## config.mk

```make
export PLATFORM = sky130hd
export DESIGN_NAME = cpc_mac
export DESIGN_NICKNAME = d
export VERILOG_FILES = /design/src/cpc_pkg.sv /design/src/cpc_mac.sv
export SDC_FILE = /design/constraint.sdc
export NUM_CORES = 2
export LEC_CHECK = 0
export BUFFER_PORTS_ARGS = -buffer_cell sky130_fd_sc_hd__buf_2
export CORE_MARGIN = 2
export CORE_UTILIZATION = 35
export CTS_CLUSTER_SIZE = 25
export DETAILED_ROUTE_END_ITERATION = 16
export PLACE_DENSITY_LB_ADDON = 0.15
export SYNTH_ARGS = -nofsm -noshare
export SYNTH_HDL_FRONTEND = slang
export SYNTH_SLANG_ARGS = --single-unit
```

## constraint.sdc

```tcl
create_clock -name clk -period 6.8 [get_ports clk]
set_clock_uncertainty 0.15 [all_clocks]
set_input_delay 2.04 -clock clk [delete_from_list [all_inputs] [get_ports clk]]
set_output_delay 2.04 -clock clk [all_outputs]
set_load 0.05 [all_outputs]
```

## src/cpc_pkg.sv

```systemverilog
// Shared types, constants and the per-face step table of the convex polyhedron
// point classifier. Every other file of the block refers to this package by
// scoped names; it depends on nothing.
`default_nettype none

package cpc_pkg;

	// Table size and field widths.
	localparam int MAX_FACES  = 64;
	localparam int FACE_AW    = $clog2(MAX_FACES);
	localparam int FCNT_W     = 7;
	localparam int COORD_W    = 32;
	localparam int RES_W      = 31;
	localparam int CFG_IDX_W  = 1;
	localparam int CFG_DATA_W = 31;

	// Arithmetic widths of the shared multiply-accumulate unit.
	localparam int OPND_W = 34;            // signed operand, holds a 33-bit unsigned limb
	localparam int PROD_W = 2 * OPND_W;
	localparam int ACC_W  = 132;           // holds |d|^2 - r^2*|S|^2 exactly
	localparam int DIFF_W = COORD_W + 1;   // p - center
	localparam int D_W    = 67;            // signed projection d
	localparam int MAG_W  = 65;            // |d|
	localparam int R2_W   = 2 * RES_W;     // resolution squared
	localparam int S2_W   = 2 * COORD_W;   // |S|^2
	localparam int LIMB_W = 32;

	// Sequencer step counter.
	localparam int STEP_W = 4;
	localparam logic [STEP_W-1:0] STEP_EVAL = 4'd14;

	// Register indexes of the configuration port.
	localparam logic [CFG_IDX_W-1:0] CFG_RESOLUTION = 1'b0;
	localparam logic [CFG_IDX_W-1:0] CFG_FACE_COUNT = 1'b1;

	// Codes of the action field.
	localparam logic ACT_LOAD  = 1'b0;
	localparam logic ACT_QUERY = 1'b1;

	typedef struct packed {
		logic                      action;
		logic [FACE_AW-1:0]        face_index;
		logic signed [COORD_W-1:0] pos_x;
		logic signed [COORD_W-1:0] pos_y;
		logic signed [COORD_W-1:0] pos_z;
		logic signed [COORD_W-1:0] area_x;
		logic signed [COORD_W-1:0] area_y;
		logic signed [COORD_W-1:0] area_z;
	} in_word_t;

	typedef struct packed {
		logic inside_res;
		logic not_outside;
		logic on_boundary;
	} out_word_t;

	// One row of the face table.
	typedef struct packed {
		logic signed [COORD_W-1:0] cx;
		logic signed [COORD_W-1:0] cy;
		logic signed [COORD_W-1:0] cz;
		logic signed [COORD_W-1:0] nx;
		logic signed [COORD_W-1:0] ny;
		logic signed [COORD_W-1:0] nz;
	} face_t;

	typedef enum logic {
		SEQ_IDLE,
		SEQ_RUN
	} seq_state_t;

	// Left shift applied to a product before it enters the accumulator.
	typedef enum logic [1:0] {
		SH_0,
		SH_32,
		SH_33,
		SH_64
	} shift_t;

	// Which intermediate value is captured when the operation retires.
	typedef enum logic [1:0] {
		SV_NONE,
		SV_R2,
		SV_S2,
		SV_D
	} save_t;

	// Operand sources of the multiplier.
	typedef enum logic [3:0] {
		OPD_ZERO,
		OPD_RES,
		OPD_NX,
		OPD_NY,
		OPD_NZ,
		OPD_DX,
		OPD_DY,
		OPD_DZ,
		OPD_R2LO,
		OPD_R2HI,
		OPD_S2LO,
		OPD_S2HI,
		OPD_MLO,
		OPD_MHI
	} opnd_t;

	// Control word that travels with a product through the shared unit.
	typedef struct packed {
		logic   acc_en;
		logic   clr;
		logic   sub;
		shift_t sh;
		save_t  sv;
	} mac_op_t;

	typedef struct packed {
		opnd_t   a;
		opnd_t   b;
		mac_op_t op;
	} step_ctrl_t;

	localparam mac_op_t MAC_NOP = '{1'b0, 1'b0, 1'b0, SH_0, SV_NONE};
	localparam mac_op_t MAC_R2  = '{1'b0, 1'b0, 1'b0, SH_0, SV_R2};

	// Per-face schedule. Steps 0-2 build |S|^2, 3-5 build d, 6-9 subtract
	// r^2*|S|^2 and 10-12 add |d|^2. Step 13 drains the product register and
	// step 14 judges the accumulated sign.
	function automatic step_ctrl_t step_op(input logic [STEP_W-1:0] step);
		step_ctrl_t c;
		c = '{OPD_ZERO, OPD_ZERO, MAC_NOP};
		unique case (step)
			4'd0:  c = '{OPD_NX,   OPD_NX,   '{1'b1, 1'b1, 1'b0, SH_0,  SV_NONE}};
			4'd1:  c = '{OPD_NY,   OPD_NY,   '{1'b1, 1'b0, 1'b0, SH_0,  SV_NONE}};
			4'd2:  c = '{OPD_NZ,   OPD_NZ,   '{1'b1, 1'b0, 1'b0, SH_0,  SV_NONE}};
			4'd3:  c = '{OPD_DX,   OPD_NX,   '{1'b1, 1'b1, 1'b0, SH_0,  SV_S2}};
			4'd4:  c = '{OPD_DY,   OPD_NY,   '{1'b1, 1'b0, 1'b0, SH_0,  SV_NONE}};
			4'd5:  c = '{OPD_DZ,   OPD_NZ,   '{1'b1, 1'b0, 1'b0, SH_0,  SV_NONE}};
			4'd6:  c = '{OPD_R2LO, OPD_S2LO, '{1'b1, 1'b1, 1'b1, SH_0,  SV_D}};
			4'd7:  c = '{OPD_R2LO, OPD_S2HI, '{1'b1, 1'b0, 1'b1, SH_32, SV_NONE}};
			4'd8:  c = '{OPD_R2HI, OPD_S2LO, '{1'b1, 1'b0, 1'b1, SH_32, SV_NONE}};
			4'd9:  c = '{OPD_R2HI, OPD_S2HI, '{1'b1, 1'b0, 1'b1, SH_64, SV_NONE}};
			4'd10: c = '{OPD_MLO,  OPD_MLO,  '{1'b1, 1'b0, 1'b0, SH_0,  SV_NONE}};
			4'd11: c = '{OPD_MHI,  OPD_MLO,  '{1'b1, 1'b0, 1'b0, SH_33, SV_NONE}};
			4'd12: c = '{OPD_MHI,  OPD_MHI,  '{1'b1, 1'b0, 1'b0, SH_64, SV_NONE}};
			default: c = '{OPD_ZERO, OPD_ZERO, MAC_NOP};
		endcase
		return c;
	endfunction

endpackage

`default_nettype wire

```

## src/cpc_mac.sv

```systemverilog
// Shared multiply-accumulate unit: a registered signed 34x34 multiplier
// followed by a shift and a 132-bit add or subtract. Depends on cpc_pkg.
`default_nettype none

module cpc_mac (
	input  wire logic                               clk,
	input  wire logic                               arst_n,
	input  wire logic signed [cpc_pkg::OPND_W-1:0]  opa,
	input  wire logic signed [cpc_pkg::OPND_W-1:0]  opb,
	input  wire cpc_pkg::mac_op_t                   op,
	output cpc_pkg::mac_op_t                        op_s1,
	output logic signed [cpc_pkg::PROD_W-1:0]       prod_s1,
	output logic [cpc_pkg::ACC_W-1:0]               acc_q
);

	logic [cpc_pkg::ACC_W-1:0] ext;
	logic [cpc_pkg::ACC_W-1:0] shifted;
	logic [cpc_pkg::ACC_W-1:0] base;
	logic [cpc_pkg::ACC_W-1:0] acc_d;

	always_ff @(posedge clk) begin
		prod_s1 <= opa * opb;
	end

	always_ff @(posedge clk or negedge arst_n) begin
		if (!arst_n) begin
			op_s1 <= cpc_pkg::MAC_NOP;
		end else begin
			op_s1 <= op;
		end
	end

	always_comb begin
		ext = {{(cpc_pkg::ACC_W - cpc_pkg::PROD_W){prod_s1[cpc_pkg::PROD_W-1]}}, prod_s1};
		case (op_s1.sh)
			cpc_pkg::SH_32: shifted = ext << 32;
			cpc_pkg::SH_33: shifted = ext << 33;
			cpc_pkg::SH_64: shifted = ext << 64;
			default:        shifted = ext;
		endcase
		base  = op_s1.clr ? '0 : acc_q;
		acc_d = op_s1.sub ? (base - shifted) : (base + shifted);
	end

	always_ff @(posedge clk) begin
		if (op_s1.acc_en) begin
			acc_q <= acc_d;
		end
	end

endmodule

`default_nettype wire

```

==> results.txt <==
* Mean instance size in the synthesized netlist: 8.99 um2
- For flop-to-flop paths, the worst setup slack is 0.05 ns.
* Capture point of the worst reg-to-reg path: acc_q[124]
- Unrepaired setup endpoints after global routing: true
* Nets: about 9400
- Detailed placement ended at an HPWL of 183 mm.
- Worst Path Arrival: 9.11 ns
- Depth of the CTS H-tree: 1
- Global-route wire length before repair: between 300 and 400 mm
* Cells after Synth: 6805
- Max Buffers Root-to-Sink: 3
- 284 I/O pins were placed.
- Number of global-route vias before repair: around 54000
- In this run the worst hold path is classified as flop to flop.
* Port buffer count: 283
- The slowest stage of the critical path belongs to the cell sky130_fd_sc_hd__fa_2.
- Most common flop cell mapped by yosys: sky130_fd_sc_hd__edfxtp_1
- Derived from the worst setup path, the maximum achievable clock frequency is 114 MHz.
- Counting instances, the worst hold path has a depth of 3.
- Minimum period implied by the final worst setup slack: 8.75 ns
- Number of antenna violations at the first check in global routing: 3
- Critical Path Source Type: input port
- Share of the clock period used by the worst path after layout: 129%
* Final Hold Viols: 0
* Final standard cell count with taps included and fillers excluded: between 10000 and 15000
- Of the synthesized area, sequential elements account for 8.99%.
- The die is 422 um tall.
- Starting DRT DRC Count: 2986
* Congestion Overflow GR: 0
- Final count of negative-setup-slack endpoints: 56
- Max-cap violations in this run came to 0.
- Outcome: finished, violations left
- TritonCTS clock tree: yes
- Worst-path maximum fanout: 5
- After detailed routing, the number of remaining DRC violations is 0.
- Number of synthesis warnings: 0
* Violations in the final reports: setup timing
- The most numerous cell type found on the critical path is sky130_fd_sc_hd__fa_1.
* Commonest non-fill, non-tap cells in the layout: 1192 x sky130_fd_sc_hd__inv_1, 1154 x sky130_fd_sc_hd__fa_1, 847 x sky130_fd_sc_hd__buf_4
- For the pin with the worst max-slew slack, the measured transition is 0.892 ns.
- Sort of element at the end of the critical path: flop
- Counting both buffers and inverters, the worst setup path holds a total of 9.
- In this run the most critical hold path is launched from acc_q[0].
- Global routing used 23.8% of the available tracks across all layers.
- Number of enable flip-flop cells after synthesis: 132
* RR Startpoint: op_s1[2]
* Area of the core: 174000 um2
- Number of cells on the worst reg-to-reg path: 27
- The number of pins exceeding their max-slew limit in the final report is 0.
- Number of clock buffers inserted by TritonCTS: 24
- ANT nets after route: 0
* Initial cell density of the core: 35.2%
- Type of the worst setup path: input port to flop
* Crit path depth: 30
- Number of hold buffers added after cts: 0
- Setup slack on the critical path of the routed design comes to -1.95 ns.
- Longest individual stage delay on the worst path: 0.59 ns
* Worst Path Required: 7.15 ns
- The clock reaches the later pin of the worst-skew pair after 0.57 ns.
* Clock Tree Root: sky130_fd_sc_hd__clkbuf_16
- Post-synth net total: around 8500
- The die is 422 um wide.
- In the synthesized netlist the async set-or-reset flop fraction comes to 3.38%.
- The synthesized netlist contains 91 unique library cells.
- Per-cell routed wire length: 21.1 um
* CTS clk-pin slew, worst paths: 0.07 ns
- The library cell used most frequently in the layout, excluding fill and tap cells, is sky130_fd_sc_hd__inv_1.
- Cells with a size suffix above 1 make up 22.3% of the layout.
- Clock tree synthesis found a total of 207 sinks.
- Growth of design area from synthesis to finish: 23.8%
* Netlist area before placement: 61200 um2
* Hold Path End: acc_q[0]
* Die area: 178000 um2
- Count of state elements after synthesis: 207
- Dividing the detail-routed via count by the number of cells gives 4.99.
* CP delay by family, top: adder cells
- Maximum number of pins on one net before global-route repair: 83
* Max-Slew Margin vs Limit: 40.5%
- Across all layers, the routed design uses 50244 vias.
* Smallest hold slack: 0.654 ns
- In this run the core area contains about 150 standard-cell rows.
- The congestion estimate from routability-driven global placement came to ~0.93.
* Aggregate routed wire length: 212 mm
- Placed cells: 9956
- The first detailed-routing pass ran for 5 iterations.
==> stage by stage <==
step                worst slack [ns]  util (%)  cell area, um2  setup TNS, ns
floorplan                      -2.59         -           61800         -85.72
finish                         -1.95      43.6           75700         -78.44
global route                   -2.21      43.6           75700         -92.24
global placement               -2.95      41.4           71900        -133.21
CTS                            -1.94      42.9           74600         -78.05
detailed placement             -3.07      41.4           71900        -136.56
==> flip-flops by register name, summed over array words and instances (netlist names) <==
register	cells
op_s1	7
acc_q	132
prod_s1	68
==> cells in the mapped netlist, drive strengths merged, types with 104 or more instances <==
master,number,area share [%]
a21o,104,1.3
fa,1242,41
and2,627,6.4
o21ai,178,1.5
xor2,115,1.6
clkbuf,334,2.1
inv,1244,7.6
ha,336,6.9
nor2,249,1.5
a21oi,342,2.8
nor2b,151,1.5
edfxtp,132,6.5
nand2,725,4.4
xnor2,205,2.9
==> how the worst max path moves through the flow <==
stage,from,endpoint
after floorplan,opa[33],prod_s1[66]
after global placement,opb[6],prod_s1[65]
after detailed placement,opb[6],prod_s1[65]
after CTS,opa[22],prod_s1[65]
after global routing,opb[1],prod_s1[65]
final,opb[1],prod_s1[67]
==> final cells by class <==
type / instances / area, um2
clock buffers: 28 / 637
fillers: 17264 / 98100
flip-flops and latches: 207 / 5520
clock inverters: 16 / 123
repair buffers: 1268 / 10600
inverters: 1247 / 4690
well taps: 2325 / 2910
diodes: 1 / 2.50
multi-input cells: 4984 / 51300
==> logic make-up after synthesis <==
group | share of synthesized area, %
AND/OR/NAND/NOR | 17.8
AO/OA/AOI/OAI | 9.02
flip-flops | 8.99
XOR/XNOR | 4.58
multiplexers | 1.94
buffers and inverters | 10.1
adder cells (fa/ha/maj) | 47.5
==> routing by layer <==
metal	global-route usage [%]	up-vias	part of all wire [%]
li1	-	23062	-
met1	34.0	25736	46
met2	39.3	1228	46
met3	1.92	216	4.5
met4	5.58	2	2.7
met5	0	-	0.0057
==> tightest hold or removal path: stages, from the launching register on <==
cell and delay (ns):
sky130_fd_sc_hd__edfxtp_1 0.39, sky130_fd_sc_hd__nand2b_1 0.10, sky130_fd_sc_hd__ha_1 0.13, sky130_fd_sc_hd__inv_1 0.03
==> timing repair <==
action	4_1_cts	5_1_grt
setup buffers	45	33
pin swaps	163	151
resized for setup	366	225
cloned	6	2
endpoints found under the hold margin	0	0
endpoints found under the setup margin	63	84
Power is left out: the tool's default activity adds up to more than one toggle a clock period on the data nets, which glitch-free logic cannot reach.
